File: config.mk
export PLATFORM = sky130hd
export DESIGN_NAME = multi_slot_watchdog_pool
export DESIGN_NICKNAME = d
export VERILOG_FILES = /design/src/rtl/mswp_pkg.sv /design/src/rtl/mswp_front.sv /design/src/rtl/mswp_engine.sv /design/src/rtl/multi_slot_watchdog_pool.sv
export SDC_FILE = /design/constraint.sdc
export NUM_CORES = 2
export LEC_CHECK = 0
export ABC_AREA = 1
export BUFFER_PORTS_ARGS = -buffer_cell sky130_fd_sc_hd__buf_2
export CORE_MARGIN = 10
export CORE_UTILIZATION = 45
export CTS_CLUSTER_SIZE = 28
export DETAILED_ROUTE_END_ITERATION = 7
export PLACE_DENSITY = 0.63
export SLEW_MARGIN = 20
export SYNTH_ARGS = -nofsm -noshare
export SYNTH_HDL_FRONTEND = slang
export SYNTH_HIERARCHICAL = 1
export SYNTH_SLANG_ARGS = --single-unit
File: constraint.sdc
create_clock -name clock -period 35.3 [get_ports clock]
set_clock_uncertainty 0.1 [all_clocks]
set_input_delay 0 -clock clock [delete_from_list [all_inputs] [get_ports clock]]
set_output_delay 0 -clock clock [all_outputs]
set_load 0.02 [all_outputs]
File: src/rtl/mswp_pkg.sv
`timescale 1ns / 1ps
// ----------------------------------------------------------------------------
// mswp_pkg
// Shared types and constants for the multi-slot watchdog pool.
// ----------------------------------------------------------------------------
package mswp_pkg;

   localparam int SLOT_COUNT_DEF = 8;
   localparam int MAX_REPORTS    = 8;
   localparam int REP_W          = $clog2(MAX_REPORTS + 1);

   localparam logic [2:0] ACT_LOG      = 3'd0;
   localparam logic [2:0] ACT_FAILOVER = 3'd3;
   localparam logic [2:0] ACT_CUSTOM   = 3'd4;
   localparam logic [2:0] ACT_MAX      = 3'd4;

   typedef enum logic [2:0] {
      ST_OK           = 3'd0,
      ST_INVALID      = 3'd1,
      ST_NOT_INIT     = 3'd2,
      ST_EXHAUSTED    = 3'd3,
      ST_NOT_KICKABLE = 3'd4,
      ST_LOCKED       = 3'd5
   } status_type;

   typedef enum logic [3:0] {
      OP_INIT     = 4'd0,
      OP_SHUTDOWN = 4'd1,
      OP_CREATE   = 4'd2,
      OP_DESTROY  = 4'd3,
      OP_START    = 4'd4,
      OP_STOP     = 4'd5,
      OP_KICK     = 4'd6,
      OP_STATUS   = 4'd7,
      OP_TICK     = 4'd8,
      OP_FORCE    = 4'd9,
      OP_BAD      = 4'd10
   } op_type;

   typedef enum logic [2:0] {
      BK_IDLE,
      BK_EXEC,
      BK_ALLOC,
      BK_SCAN,
      BK_FLUSH
   } bk_state_type;

   typedef struct packed {
      op_type      op;
      logic [2:0]  idx;
      logic [31:0] now;
      logic [31:0] tmo;
      logic [2:0]  act;
      logic        bad_param;
   } cmd_type;

   typedef struct packed {
      logic [31:0] timeout;
      logic [2:0]  action;
      logic [31:0] deadline;
      logic [31:0] last_kick;
      logic [31:0] kicks;
      logic [31:0] fires;
      logic [31:0] recoveries;
   } slot_type;

   typedef struct packed {
      status_type  status;
      logic [2:0]  slot;
      logic        is_fire;
      logic [2:0]  action;
      logic        active;
      logic [31:0] kicks;
      logic [31:0] fires;
      logic [31:0] recoveries;
      logic [31:0] since_kick;
      logic [31:0] until_fire;
      logic        last;
   } result_type;

endpackage

File: src/rtl/mswp_front.sv
`timescale 1ns / 1ps
// ----------------------------------------------------------------------------
// mswp_front
// Request intake: decodes and checks each request, queues it for the engine.
// ----------------------------------------------------------------------------
module mswp_front
   import mswp_pkg::*;
(
   input  logic        clock,
   input  logic        reset,
   input  logic        in_valid,
   output logic        in_ready,
   input  logic [3:0]  in_kind,
   input  logic [2:0]  in_idx,
   input  logic [31:0] in_now,
   input  logic [31:0] in_tmo,
   input  logic [2:0]  in_act,
   input  logic        in_hnd,
   output logic        cmd_valid,
   input  logic        cmd_ready,
   output cmd_type     cmd
);

   cmd_type    q_ff [2];
   logic       wr_ff, wr_in, rd_ff, rd_in;
   logic [1:0] cnt_ff, cnt_in;
   cmd_type    dec;
   logic       push, pop;

   always_comb begin
      dec.op  = (in_kind > 4'd9) ? OP_BAD : op_type'(in_kind);
      dec.idx = in_idx;
      dec.now = in_now;
      dec.tmo = in_tmo;
      dec.act = in_act;
      dec.bad_param = (in_tmo == 32'd0) || (in_act > ACT_MAX) ||
                      (((in_act == ACT_FAILOVER) || (in_act == ACT_CUSTOM)) && !in_hnd);
   end

   assign in_ready  = (cnt_ff != 2'd2);
   assign cmd_valid = (cnt_ff != 2'd0);
   assign cmd       = q_ff[rd_ff];
   assign push      = in_valid && in_ready;
   assign pop       = cmd_valid && cmd_ready;

   always_comb begin
      wr_in  = push ? ~wr_ff : wr_ff;
      rd_in  = pop ? ~rd_ff : rd_ff;
      cnt_in = cnt_ff + {1'b0, push} - {1'b0, pop};
   end

   always_ff @(posedge clock) begin
      if (reset) begin
         wr_ff  <= 1'b0;
         rd_ff  <= 1'b0;
         cnt_ff <= 2'd0;
      end else begin
         wr_ff  <= wr_in;
         rd_ff  <= rd_in;
         cnt_ff <= cnt_in;
      end
   end

   always_ff @(posedge clock) begin
      if (push) begin
         q_ff[wr_ff] <= dec;
      end
   end

endmodule

File: src/rtl/mswp_engine.sv
`timescale 1ns / 1ps
// ----------------------------------------------------------------------------
// mswp_engine
// Executes queued requests against the slot table and drives the result reg.
// ----------------------------------------------------------------------------
module mswp_engine
   import mswp_pkg::*;
#(
   parameter int SLOT_COUNT = SLOT_COUNT_DEF
)(
   input  logic       clock,
   input  logic       reset,
   input  logic       setup_locked,
   input  logic       cmd_valid,
   output logic       cmd_ready,
   input  cmd_type    cmd,
   output logic       rsp_valid,
   input  logic       rsp_ready,
   output result_type rsp
);

   localparam int SLOT_W = (SLOT_COUNT > 1) ? $clog2(SLOT_COUNT) : 1;
   localparam int CNT_W  = $clog2(SLOT_COUNT + 1);

   bk_state_type state_ff, state_in;
   cmd_type      cur_ff, cur_in;
   logic         ready_ff, ready_in;
   logic [SLOT_COUNT-1:0] used_ff, used_in, run_ff, run_in, fired_ff, fired_in;
   slot_type     tab_ff [SLOT_COUNT];
   logic [CNT_W-1:0] scan_ff, scan_in;
   logic [REP_W-1:0] rep_ff, rep_in;
   logic         pend_ff, pend_in;
   logic [SLOT_W-1:0] pslot_ff, pslot_in;
   logic [2:0]   pact_ff, pact_in;
   logic         rsp_valid_ff, rsp_valid_in;
   result_type   rsp_ff, rsp_in;

   logic [SLOT_W-1:0] sel;
   slot_type     ent, ent_in;
   logic         ent_wr;
   logic         out_free, in_range, hok, can_fire, due, scan_end;

   assign out_free  = !rsp_valid_ff || rsp_ready;
   assign rsp_valid = rsp_valid_ff;
   assign rsp       = rsp_ff;
   assign sel       = (state_ff == BK_EXEC) ? SLOT_W'(cur_ff.idx) : scan_ff[SLOT_W-1:0];
   assign ent       = tab_ff[sel];
   assign in_range  = (32'(cur_ff.idx) < SLOT_COUNT);
   assign hok       = in_range && used_ff[sel];
   assign can_fire  = used_ff[sel] && run_ff[sel] && !fired_ff[sel];
   assign due       = can_fire && (cur_ff.now >= ent.deadline);
   assign scan_end  = (scan_ff == CNT_W'(SLOT_COUNT - 1));

   always_comb begin
      state_in     = state_ff;
      cur_in       = cur_ff;
      ready_in     = ready_ff;
      used_in      = used_ff;
      run_in       = run_ff;
      fired_in     = fired_ff;
      scan_in      = scan_ff;
      rep_in       = rep_ff;
      pend_in      = pend_ff;
      pslot_in     = pslot_ff;
      pact_in      = pact_ff;
      ent_in       = ent;
      ent_wr       = 1'b0;
      cmd_ready    = 1'b0;
      rsp_valid_in = rsp_valid_ff && !rsp_ready;
      rsp_in       = rsp_ff;

      case (state_ff)
         BK_IDLE: begin
            cmd_ready = 1'b1;
            if (cmd_valid) begin
               cur_in  = cmd;
               scan_in = '0;
               rep_in  = '0;
               pend_in = 1'b0;
               if (cmd.op == OP_TICK) begin
                  state_in = ready_ff ? BK_SCAN : BK_IDLE;
               end else if (cmd.op == OP_CREATE && !cmd.bad_param && ready_ff &&
                            !setup_locked) begin
                  state_in = BK_ALLOC;
               end else begin
                  state_in = BK_EXEC;
               end
            end
         end

         BK_EXEC: begin
            if (out_free) begin
               state_in     = BK_IDLE;
               rsp_valid_in = 1'b1;
               rsp_in       = '0;
               rsp_in.last  = 1'b1;
               rsp_in.status = ST_OK;
               case (cur_ff.op)
                  OP_INIT: begin
                     if (!ready_ff) begin
                        used_in  = '0;
                        run_in   = '0;
                        fired_in = '0;
                        ready_in = 1'b1;
                     end
                  end
                  OP_SHUTDOWN: begin
                     run_in   = '0;
                     ready_in = 1'b0;
                  end
                  OP_CREATE: begin
                     if (cur_ff.bad_param)  rsp_in.status = ST_INVALID;
                     else if (!ready_ff)    rsp_in.status = ST_NOT_INIT;
                     else                   rsp_in.status = ST_LOCKED;
                  end
                  OP_DESTROY: begin
                     if (!hok) rsp_in.status = ST_INVALID;
                     else begin
                        run_in[sel]  = 1'b0;
                        used_in[sel] = 1'b0;
                     end
                  end
                  OP_START: begin
                     if (!hok) rsp_in.status = ST_INVALID;
                     else begin
                        run_in[sel]      = 1'b1;
                        fired_in[sel]    = 1'b0;
                        ent_in.deadline  = cur_ff.now + ent.timeout;
                        ent_in.last_kick = cur_ff.now;
                        ent_wr           = 1'b1;
                     end
                  end
                  OP_STOP: begin
                     if (!hok) rsp_in.status = ST_INVALID;
                     else run_in[sel] = 1'b0;
                  end
                  OP_KICK: begin
                     if (!hok) rsp_in.status = ST_INVALID;
                     else if (!run_ff[sel] || fired_ff[sel]) rsp_in.status = ST_NOT_KICKABLE;
                     else begin
                        ent_in.deadline  = cur_ff.now + ent.timeout;
                        ent_in.last_kick = cur_ff.now;
                        ent_in.kicks     = ent.kicks + 32'd1;
                        ent_wr           = 1'b1;
                     end
                  end
                  OP_STATUS: begin
                     if (!hok) rsp_in.status = ST_INVALID;
                     else begin
                        rsp_in.active     = run_ff[sel];
                        rsp_in.kicks      = ent.kicks;
                        rsp_in.fires      = ent.fires;
                        rsp_in.recoveries = ent.recoveries;
                        rsp_in.since_kick = (cur_ff.now >= ent.last_kick) ?
                                            cur_ff.now - ent.last_kick : 32'd0;
                        rsp_in.until_fire = (ent.deadline > cur_ff.now) ?
                                            ent.deadline - cur_ff.now : 32'd0;
                     end
                  end
                  OP_FORCE: begin
                     if (in_range && can_fire) begin
                        fired_in[sel]  = 1'b1;
                        ent_in.fires   = ent.fires + 32'd1;
                        if (ent.action != ACT_LOG) ent_in.recoveries = ent.recoveries + 32'd1;
                        ent_wr         = 1'b1;
                        rsp_in.slot    = 3'(sel);
                        rsp_in.is_fire = 1'b1;
                        rsp_in.action  = ent.action;
                     end
                  end
                  default: begin
                     rsp_in.status = ST_INVALID;
                  end
               endcase
            end
         end

         BK_ALLOC: begin
            if (out_free) begin
               if (!used_ff[sel] || scan_end) begin
                  state_in     = BK_IDLE;
                  rsp_valid_in = 1'b1;
                  rsp_in       = '0;
                  rsp_in.last  = 1'b1;
                  rsp_in.status = ST_EXHAUSTED;
                  if (!used_ff[sel]) begin
                     used_in[sel]  = 1'b1;
                     run_in[sel]   = 1'b0;
                     fired_in[sel] = 1'b0;
                     ent_in        = '0;
                     ent_in.timeout = cur_ff.tmo;
                     ent_in.action  = cur_ff.act;
                     ent_wr        = 1'b1;
                     rsp_in.status = ST_OK;
                     rsp_in.slot   = 3'(sel);
                  end
               end else begin
                  scan_in = scan_ff + CNT_W'(1);
               end
            end
         end

         BK_SCAN: begin
            // a due slot with a report already held must wait for the output reg
            if (!(due && pend_ff && !out_free)) begin
               if (due) begin
                  fired_in[sel] = 1'b1;
                  ent_in.fires  = ent.fires + 32'd1;
                  if (ent.action != ACT_LOG) ent_in.recoveries = ent.recoveries + 32'd1;
                  ent_wr        = 1'b1;
                  if (pend_ff) begin
                     rsp_valid_in   = 1'b1;
                     rsp_in         = '0;
                     rsp_in.slot    = 3'(pslot_ff);
                     rsp_in.is_fire = 1'b1;
                     rsp_in.action  = pact_ff;
                  end
                  pend_in  = 1'b1;
                  pslot_in = sel;
                  pact_in  = ent.action;
                  rep_in   = rep_ff + REP_W'(1);
               end
               scan_in = scan_ff + CNT_W'(1);
               if (scan_end || (due && rep_ff == REP_W'(MAX_REPORTS - 1))) begin
                  state_in = (pend_ff || due) ? BK_FLUSH : BK_IDLE;
               end
            end
         end

         BK_FLUSH: begin
            if (out_free) begin
               state_in       = BK_IDLE;
               pend_in        = 1'b0;
               rsp_valid_in   = 1'b1;
               rsp_in         = '0;
               rsp_in.slot    = 3'(pslot_ff);
               rsp_in.is_fire = 1'b1;
               rsp_in.action  = pact_ff;
               rsp_in.last    = 1'b1;
            end
         end

         default: begin
            state_in = BK_IDLE;
         end
      endcase
   end

   always_ff @(posedge clock) begin
      if (reset) begin
         state_ff     <= BK_IDLE;
         ready_ff     <= 1'b0;
         used_ff      <= '0;
         run_ff       <= '0;
         fired_ff     <= '0;
         pend_ff      <= 1'b0;
         rsp_valid_ff <= 1'b0;
      end else begin
         state_ff     <= state_in;
         ready_ff     <= ready_in;
         used_ff      <= used_in;
         run_ff       <= run_in;
         fired_ff     <= fired_in;
         pend_ff      <= pend_in;
         rsp_valid_ff <= rsp_valid_in;
      end
   end

   always_ff @(posedge clock) begin
      cur_ff   <= cur_in;
      scan_ff  <= scan_in;
      rep_ff   <= rep_in;
      pslot_ff <= pslot_in;
      pact_ff  <= pact_in;
      rsp_ff   <= rsp_in;
      if (ent_wr) begin
         tab_ff[sel] <= ent_in;
      end
   end

endmodule

File: src/rtl/multi_slot_watchdog_pool.sv
`timescale 1ns / 1ps
// ----------------------------------------------------------------------------
// multi_slot_watchdog_pool
// Pool of watchdog slots driven by timestamped requests over a stream port.
// ----------------------------------------------------------------------------
// Usage:
//  - req_*: one transaction per request; the kind travels in req_tuser and
//    carries the caller's current millisecond time in req_tdata.
//  - rsp_*: every request except tick yields one transaction with tlast set.
//    A tick yields one fire report per due slot (at most 8, slot order),
//    tlast on the final one, or nothing when no slot is due.
//  - csr_*: writes the setup-lock bit; write only while the pool is idle.
//  - A two-entry request queue decouples intake from the engine, so up to
//    two requests are taken while the engine is busy or the output stalls.
//  - Each request passes the queue and the engine's command register. Create
//    walks the slots one per cycle while the result register is free, until
//    a free one; tick walks them one per cycle, a due slot waiting while a
//    report is held; the engine takes no new request until the walk ends.
//  - A stalled rsp_tready holds the result register; the engine waits.
//  - Reset (synchronous) empties the queue and leaves the pool uninitialized
//    with no slot in use and the lock bit clear.
// ----------------------------------------------------------------------------
module multi_slot_watchdog_pool
   import mswp_pkg::*;
#(
   parameter int SLOT_COUNT = SLOT_COUNT_DEF
)(
   input  logic         clock,
   input  logic         reset,
   input  logic         req_tvalid,
   output logic         req_tready,
   // slot_index[2:0], now_ms[34:3], limit_ms[66:35], action_code[69:67],
   // handler_present[70], zero[71]
   input  logic [71:0]  req_tdata,
   // req_type[3:0]
   input  logic [3:0]   req_tuser,
   output logic         rsp_tvalid,
   input  logic         rsp_tready,
   // status[2:0], result_slot[5:3], fire_action[8:6], slot_active[9],
   // kick_count[41:10], fire_count[73:42], recovery_count[105:74],
   // since_kick_ms[137:106], until_fire_ms[169:138], zero[175:170]
   output logic [175:0] rsp_tdata,
   // is_fire[0]
   output logic         rsp_tuser,
   output logic         rsp_tlast,
   input  logic         csr_valid,
   output logic         csr_ready,
   input  logic         csr_data
);

   logic       setup_locked_ff, setup_locked_in;
   logic       cmd_valid, cmd_ready;
   cmd_type    cmd;
   result_type res;

   // lock bit: always writable
   assign csr_ready       = 1'b1;
   assign setup_locked_in = (csr_valid && csr_ready) ? csr_data : setup_locked_ff;

   always_ff @(posedge clock) begin
      if (reset) begin
         setup_locked_ff <= 1'b0;
      end else begin
         setup_locked_ff <= setup_locked_in;
      end
   end

   mswp_front u_front (
      .clock     (clock),
      .reset     (reset),
      .in_valid  (req_tvalid),
      .in_ready  (req_tready),
      .in_kind   (req_tuser),
      .in_idx    (req_tdata[2:0]),
      .in_now    (req_tdata[34:3]),
      .in_tmo    (req_tdata[66:35]),
      .in_act    (req_tdata[69:67]),
      .in_hnd    (req_tdata[70]),
      .cmd_valid (cmd_valid),
      .cmd_ready (cmd_ready),
      .cmd       (cmd)
   );

   mswp_engine #(
      .SLOT_COUNT (SLOT_COUNT)
   ) u_engine (
      .clock        (clock),
      .reset        (reset),
      .setup_locked (setup_locked_ff),
      .cmd_valid    (cmd_valid),
      .cmd_ready    (cmd_ready),
      .cmd          (cmd),
      .rsp_valid    (rsp_tvalid),
      .rsp_ready    (rsp_tready),
      .rsp          (res)
   );

   // pack the result transaction
   assign rsp_tdata = {6'd0, res.until_fire, res.since_kick, res.recoveries, res.fires,
                       res.kicks, res.active, res.action, res.slot, res.status};
   assign rsp_tuser = res.is_fire;
   assign rsp_tlast = res.last;

endmodule
---- Word level (Yosys, flattened, before mapping) ----
Memory sizes are Yosys's and may differ from the RTL's. A register that Yosys moved wholly into a read port is not among the register bits.
Cells that the tools add are included.
word-level totals
  input bits .............................. 82
  bits in registers ....................... 296
  RAM bits ................................ 1,710
  word-level logic and storage cells ...... 283
  memories kept ........................... 2
  output and inout port bits .............. 181
operators by class
  equality and inequality tests ........... 39
  muxes and demuxes ....................... 125
  $add $sub $neg .......................... 10
  magnitude comparators ................... 7
  bitwise logic cells ..................... 10
  reduce and logical (&&, ||, !) cells .... 58
memories
  name             words  bits a word  rd ports  clocked after memory_dff  write ports  RTL line           source
  u_engine.tab_ff  8      195          1         0                         1            mswp_engine.sv:29  slot_type tab_ff [SLOT_COUNT];
  u_front.q_ff     2      75           1         1                         1            mswp_front.sv:24   cmd_type q_ff [2];
operator list
  cell                                           number
  two-way mux 172 bit                            7
  one-hot mux 172 bit (4 select lines)           1
  two-way mux 195 bit                            3
  two-way mux 161 bit                            2
  two-way mux 64 bit                             5
  two-way mux 96 bit                             2
  one-hot mux 64 bit (3 select lines)            1
  one-hot mux 96 bit (2 select lines)            1
  two-way mux 160 bit                            1
  two-way mux 8 bit                              20
  two-way mux 32 bit                             4
  one-hot mux 64 bit (2 select lines)            1
  adder 32 x 1 -> 32 bit, second input constant  3
  >= comparator 32 bit                           2
  subtractor 32 bit                              2
  one-hot mux 8 bit (2 select lines)             3
  one-hot mux 8 bit (3 select lines)             2
  two-way mux 3 bit                              13
  two-way mux 35 bit                             1
  adder 32 bit                                   1
  greater-than comparator 32 bit                 1
  logical NOT 32 bit                             1
  two-way mux 1 bit                              32
  one-hot mux 8 bit (4 select lines)             1
  other kinds (54)                               139

---- Logic depth before layout (Yosys ltp) ----
  word-level depth ........................ 13
  gate-level depth with buffers ........... 37
  depth with buffers taken out ............ 33

---- By module ----
The synthesis kept the hierarchy.
modules (own cells, without submodules)
  module                    cells an instance  times used  area each (um^2)  sequential area each (um^2)
  mswp_engine               7,207              1           81,629.5          55,283.0
  mswp_front                306                1           6,015.8           4,604.4
  multi_slot_watchdog_pool  16                 1           105.1             20.0

---- Worst setup path before layout ----
OpenSTA, ideal clock, no wires.
  path kind ............................... register -> register
  from .................................... reg u_engine.state_ff[0]
  to ...................................... reg u_engine.rsp_ff (netlist bit u_engine/rsp[0]) (enable)
  clock period less this slack ............ 21.571 ns
  setup time .............................. 1.124 ns
  stages on the path, launching flop included .. 33
  required time ........................... 34.076 ns
  path buffers ............................ 6
  arrival time ............................ 20.346 ns
  setup slack ............................. 13.729 ns
  cells stage by stage .................... dfxtp_1 -> buf_4 -> inv_2 -> nor2_4 -> nand3_2 -> nand2_2 -> buf_6 -> buf_8 -> nand2_2 -> inv_2 -> buf_2 -> buf_2 -> clkbuf_1 -> nand2_1 -> nand4_1 -> inv_1 -> ha_1 -> fa_1 -> inv_1 -> nand2_1 -> o21ai_0 -> nand2_1 -> nand2_1 -> nand2_1 -> nand2_1 -> nand2_1 -> nand2_1 -> o21ai_0 -> nand3_4 -> nor2_2 -> nand3_2 -> nand2_2 -> nor4_1
between the ends
  longest elaborated chain between the ends .. 11
  elaborated cells on any way between the ends .. 30
  those cells by class .................... order compare: 1; eq/ne: 11; mux: 7; reduce/logical: 10; memory: 1
RTL lines
  item                                                           RTL line            source
  start: declaration                                             mswp_engine.sv:25   bk_state_type state_ff, state_in;
  start signal: assignment                                       mswp_engine.sv:259  state_ff <= state_in;
  branches (longest 10 deep; another with memory (8 x 195 bit))  n/a
  AND reduction 8 bit (no line) (*)                              n/a
  end signal: assignment                                         mswp_engine.sv:275  rsp_ff <= rsp_in;
  end: declaration                                               mswp_engine.sv:36   result_type rsp_ff, rsp_in;
Every way passes the cells marked *. The select of a mux whose other input is x is not followed.
A chain may end at the register's enable or synchronous reset.

---- Worst setup path in the final report ----
  from .................................... reg u_engine.state_ff[0]
  to ...................................... mem u_engine/tab_ff[4][59] (netlist name) (enable)
between the ends
  longest elaborated chain between the ends .. 13
  elaborated cells on any way between the ends .. 36
  those cells by class .................... order compare: 1; eq/ne: 3; mux: 21; reduce/logical: 10; memory: 1
RTL lines
  item                                                           RTL line
  branches (longest 13 deep; another with memory (8 x 195 bit))  n/a
  end: declaration                                               mswp_engine.sv:29
Parallel ways; which one is timed is not known. The select of a mux whose other input is x is not followed.

==> flow_summary_export.csv <==
group,metric,value,unit
synthesis,async_flop_share,0,
worst_setup_path,slowest_stage,"buf_4",
worst_setup_path,worstPathRequired,35.64,ns
floorplanning,chipHeight,461.6,microns
route,viasPerCell,5.637,
route,wire_per_inst,23.84,microns
clock_network,cts_tree,"yes",
clock_network,clock-root-buffer,"clkbuf_16",
global_routing,grt_pass1_wl,374.6,mm
synthesis,ys_seq_area_frac,0.6827,
route,drc,0,
floorplanning,io_pins,263,
clock_network,cts_buffers,203,
clock_network,numClockSinks,2007,
global_routing,grt_pass1_vias,58060,
worst_setup_path,max_stage_delay,0.92,ns
sta,tns,0,ns
clock_network,clk_path_buf_depth,3,
sta,worst_slew_pin_slew,1.151,ns
route,dr.pass1.iters,6,
synthesis,synth-edff-count,1971,
worst_setup_path,end_kind,"flop",
min_path,hold_depth,3,
sta,timing.fmax,92.37,MHz
sta,drv_slew,0,
synthesis,synth_warnings,6,
worst_setup_path,worstPathArrival,11.17,ns
global_routing,met1_usage,0.3157,
synthesis,post_synth.cell_area_avg,11.65,sq um
route,num_vias,60040,
route,drtAntennaViolNets,0,
floorplanning,core_area,194400,sq um
synthesis,netlist_area,87750,sq um
clock_network,clkLatencyLatePin,0.84,ns
synthesis,syn_inst,7529,
global_routing,met3_usage,0.04540,
worst_setup_path,timing.rr.end,"u_engine/tab_ff[4][59]",
sta,finalCriticalPeriod,10.83,ns
min_path,min_path_type,"in -> reg",
floorplanning,rows,162,
synthesis,ys_seq_elements,2007,
clock_network,cts.htree.levels,4,
min_path,hp-start,"req_tuser[3]",
placement,place_congestion,0.9324,
floorplanning,die_area,213100,sq um
worst_setup_path,cp_max_fo,61,
global_routing,top_usage_layer,"met2",
clock_network,clkTransAtPathRegs,0.06,ns
cells_and_area,fin_nets,8128,
route,drt-total-wl,253.9,mm
floorplanning,initial_utilization,0.4514,
min_path,holdPathEnd,"u_front/q_ff[0][71]",
sta,grt_setup_unrepaired,"false",
global_routing,met2_usage,0.3766,
worst_setup_path,reg2regPathDepth,35,
sta,setup_viol,0,
worst_setup_path,path_class,"reg -> reg",
worst_setup_path,cp_common_cell,"nand2_1",
global_routing,antenna_found_initial,8,
global_routing,grt_max_degree,128,
placement,portBuffers,254,
cells_and_area,syn2layout_area_growth,13.47,%
run,maxCapViolations,0,
sta,max_slew_margin,0.2327,
run_status,outcome,"finished clean",
sta,hold_viol,0,
synthesis,synth_ff_type,"edfxtp_1",
sta,fin_crit_sh,0.3067,
worst_setup_path,r2r_slack,24.47,ns
cells_and_area,drive_above_1_share,0.1190,
worst_setup_path,cp-start-kind,"flop",
global_routing,overflow,0,
worst_setup_path,r2r_start,"u_engine/state_ff[0]",
synthesis,ys_types,73,
route,drt_iter0_drc,6665,
placement,hpwl,153.7,mm
global_routing,track_usage,0.2326,
floorplanning,fp.dieW,461.6,microns
metrics by stage:
| stage | instances | setup WS (ns) | hold slack [ns] | util | instance area, sq um |
|---|---|---|---|---|---|
| 2_1_floorplan | 7534 | 13.73 | -0.02878 | - | 87770 |
| 3_3_place_gp | 10110 | 24.66 | 0.08852 | 0.4701 | 91380 |
| 3_5_place_dp | 10120 | 24.58 | 0.09156 | 0.4702 | 91400 |
| 4_1_cts | 10650 | 24.58 | 0.006427 | 0.5122 | 99560 |
| 5_1_grt | 10650 | 24.04 | 0.01887 | 0.5122 | 99560 |
| 6_report | 10650 | 24.47 | 0.03575 | 0.5122 | 99570 |
registers in the layout, indices dropped and copies added (netlist names), named ones only:
register,count
u_engine/tab_ff,1560
u_engine/rsp,172
u_front/q_ff,150
u_engine/cur_ff,75
u_engine/fired_ff,8
u_engine/run_ff,8
u_engine/used_ff,8
u_engine/rep_ff,4
u_engine/scan_ff,4
u_engine/pact_ff,3
u_engine/pslot_ff,3
u_engine/state_ff,3
u_front/cnt_ff,2
setup_locked_ff,1
u_engine/pend_ff,1
u_engine/ready_ff,1
u_engine/rsp_valid,1
u_front/rd_ff,1
u_front/wr_ff,1
area by class of cell:
type | count | area [sq um]
Antenna cell | 3 | 7.507
Timing Repair Buffer | 505 | 3586
Sequential cell | 2007 | 59910
Clock buffer | 248 | 5376
Fill cell | 16580 | 94810
Inverter | 607 | 2281
Tap cell | 2542 | 3181
Clock inverter | 128 | 1205
Multi-Input combinational cell | 4611 | 24020
critical path, delay by kind of cell (launching register included):
family                   cells  cell delay (ns)
buffers and inverters       11             5.26
AND/OR/NAND/NOR             17             2.68
AO/OA/AOI/OAI                5             1.05
flip-flops                   1             0.65
adder cells (fa/ha/maj)      2             0.37
how the worst max path moves through the flow:
| stage | startpoint | end | slack [ns] | cells after the start |
|---|---|---|---|---|
| finish | u_engine/state_ff[0] | u_engine/tab_ff[4][59] | 24.47 | 35 |
| global route | u_engine/state_ff[0] | u_engine/tab_ff[4][59] | 24.04 | 35 |
| CTS | u_engine/state_ff[0] | u_engine/tab_ff[4][59] | 24.58 | 35 |
| detailed placement | u_engine/state_ff[0] | u_engine/tab_ff[4][59] | 24.58 | 35 |
| global placement | u_engine/state_ff[0] | u_engine/tab_ff[2][122] | 24.66 | 34 |
| floorplan | u_engine/state_ff[0] | u_engine/rsp[0] | 13.73 | 32 |
per-layer routing:
| metal | wire, microns | vias up | share of wire |
|---|---|---|---|
| met5 | 52 | - | 0.00020 |
| met4 | 8645 | 8 | 0.034 |
| met3 | 23300 | 470 | 0.092 |
| met2 | 117300 | 2806 | 0.46 |
| met1 | 104600 | 29360 | 0.41 |
| li1 | - | 27390 | - |
cells in the final DEF, fill, tap and decap left out, types with 53 or more instances in the layout:
cell,Yosys,layout
nand2_1,1953,1950
o22ai_1,214,214
nor2_1,609,594
dlygate4sd3_1,0,157
buf_2,111,254
xor2_1,53,53
nand4_1,100,100
a22oi_1,117,117
or2_2,80,80
nor3_1,57,57
nand3_1,224,223
edfxtp_1,1971,1971
a21oi_1,318,318
ha_1,108,108
inv_1,577,575
clkbuf_16,0,209
buf_4,41,91
o21ai_0,199,199
cells in the mapped netlist (7+ instances only):
cell type | number | share of area
edfxtp_1 | 1971 | 0.67
mux2_2 | 26 | 0.0033
nor2_4 | 18 | 0.0023
or2_2 | 80 | 0.0057
nand3_1 | 224 | 0.013
o22a_1 | 33 | 0.0033
a31oi_1 | 22 | 0.0016
nand2_1 | 1953 | 0.084
xnor2_1 | 34 | 0.0034
or4_1 | 12 | 0.0010
clkbuf_1 | 98 | 0.0042
a22o_1 | 35 | 0.0035
o211ai_1 | 49 | 0.0042
a22oi_1 | 117 | 0.010
buf_1 | 20 | 0.00086
nor3b_1 | 8 | 0.00068
nand2_2 | 47 | 0.0034
a211oi_1 | 15 | 0.0013
o21ai_1 | 22 | 0.0013
o21a_1 | 9 | 0.00077
inv_2 | 27 | 0.0012
nor2_1 | 609 | 0.026
nor3_1 | 57 | 0.0033
a221oi_1 | 33 | 0.0033
nand4_1 | 100 | 0.0071
buf_6 | 33 | 0.0042
o21bai_1 | 10 | 0.00086
o221ai_1 | 7 | 0.00070
a21boi_0 | 14 | 0.0012
buf_2 | 111 | 0.0063
o22ai_1 | 214 | 0.015
o2111ai_1 | 28 | 0.0028
inv_1 | 577 | 0.025
ha_1 | 108 | 0.015
dfxtp_1 | 36 | 0.0082
xor2_1 | 53 | 0.0053
o21ai_0 | 199 | 0.011
buf_4 | 41 | 0.0035
a21oi_1 | 318 | 0.018
mux2_4 | 50 | 0.0086
a21o_1 | 7 | 0.00060
nor2_2 | 28 | 0.0020
what timing repair did:
item                      4_1_cts  5_1_grt
setup buffers                   0        0
resized for setup               0        0
hold endpoints to repair      213        0
hold buffers                  157        0
cell families after synthesis:
logic type                 Yosys count  share of synthesized area
AOI/OAI and AO/OA                 1153                    0.08223
xor gates and xnor gates            87                   0.008684
adders and majority gates          111                    0.01608
buffers and inverters              916                    0.04617
DFF                               2007                     0.6827
muxes                               76                    0.01189
other                                2                 0.00008558
and+or+nand+nor                   3177                     0.1522
Power is left out: the tool's default activity adds up to more than one toggle a clock period on the data nets, which glitch-free logic cannot reach.
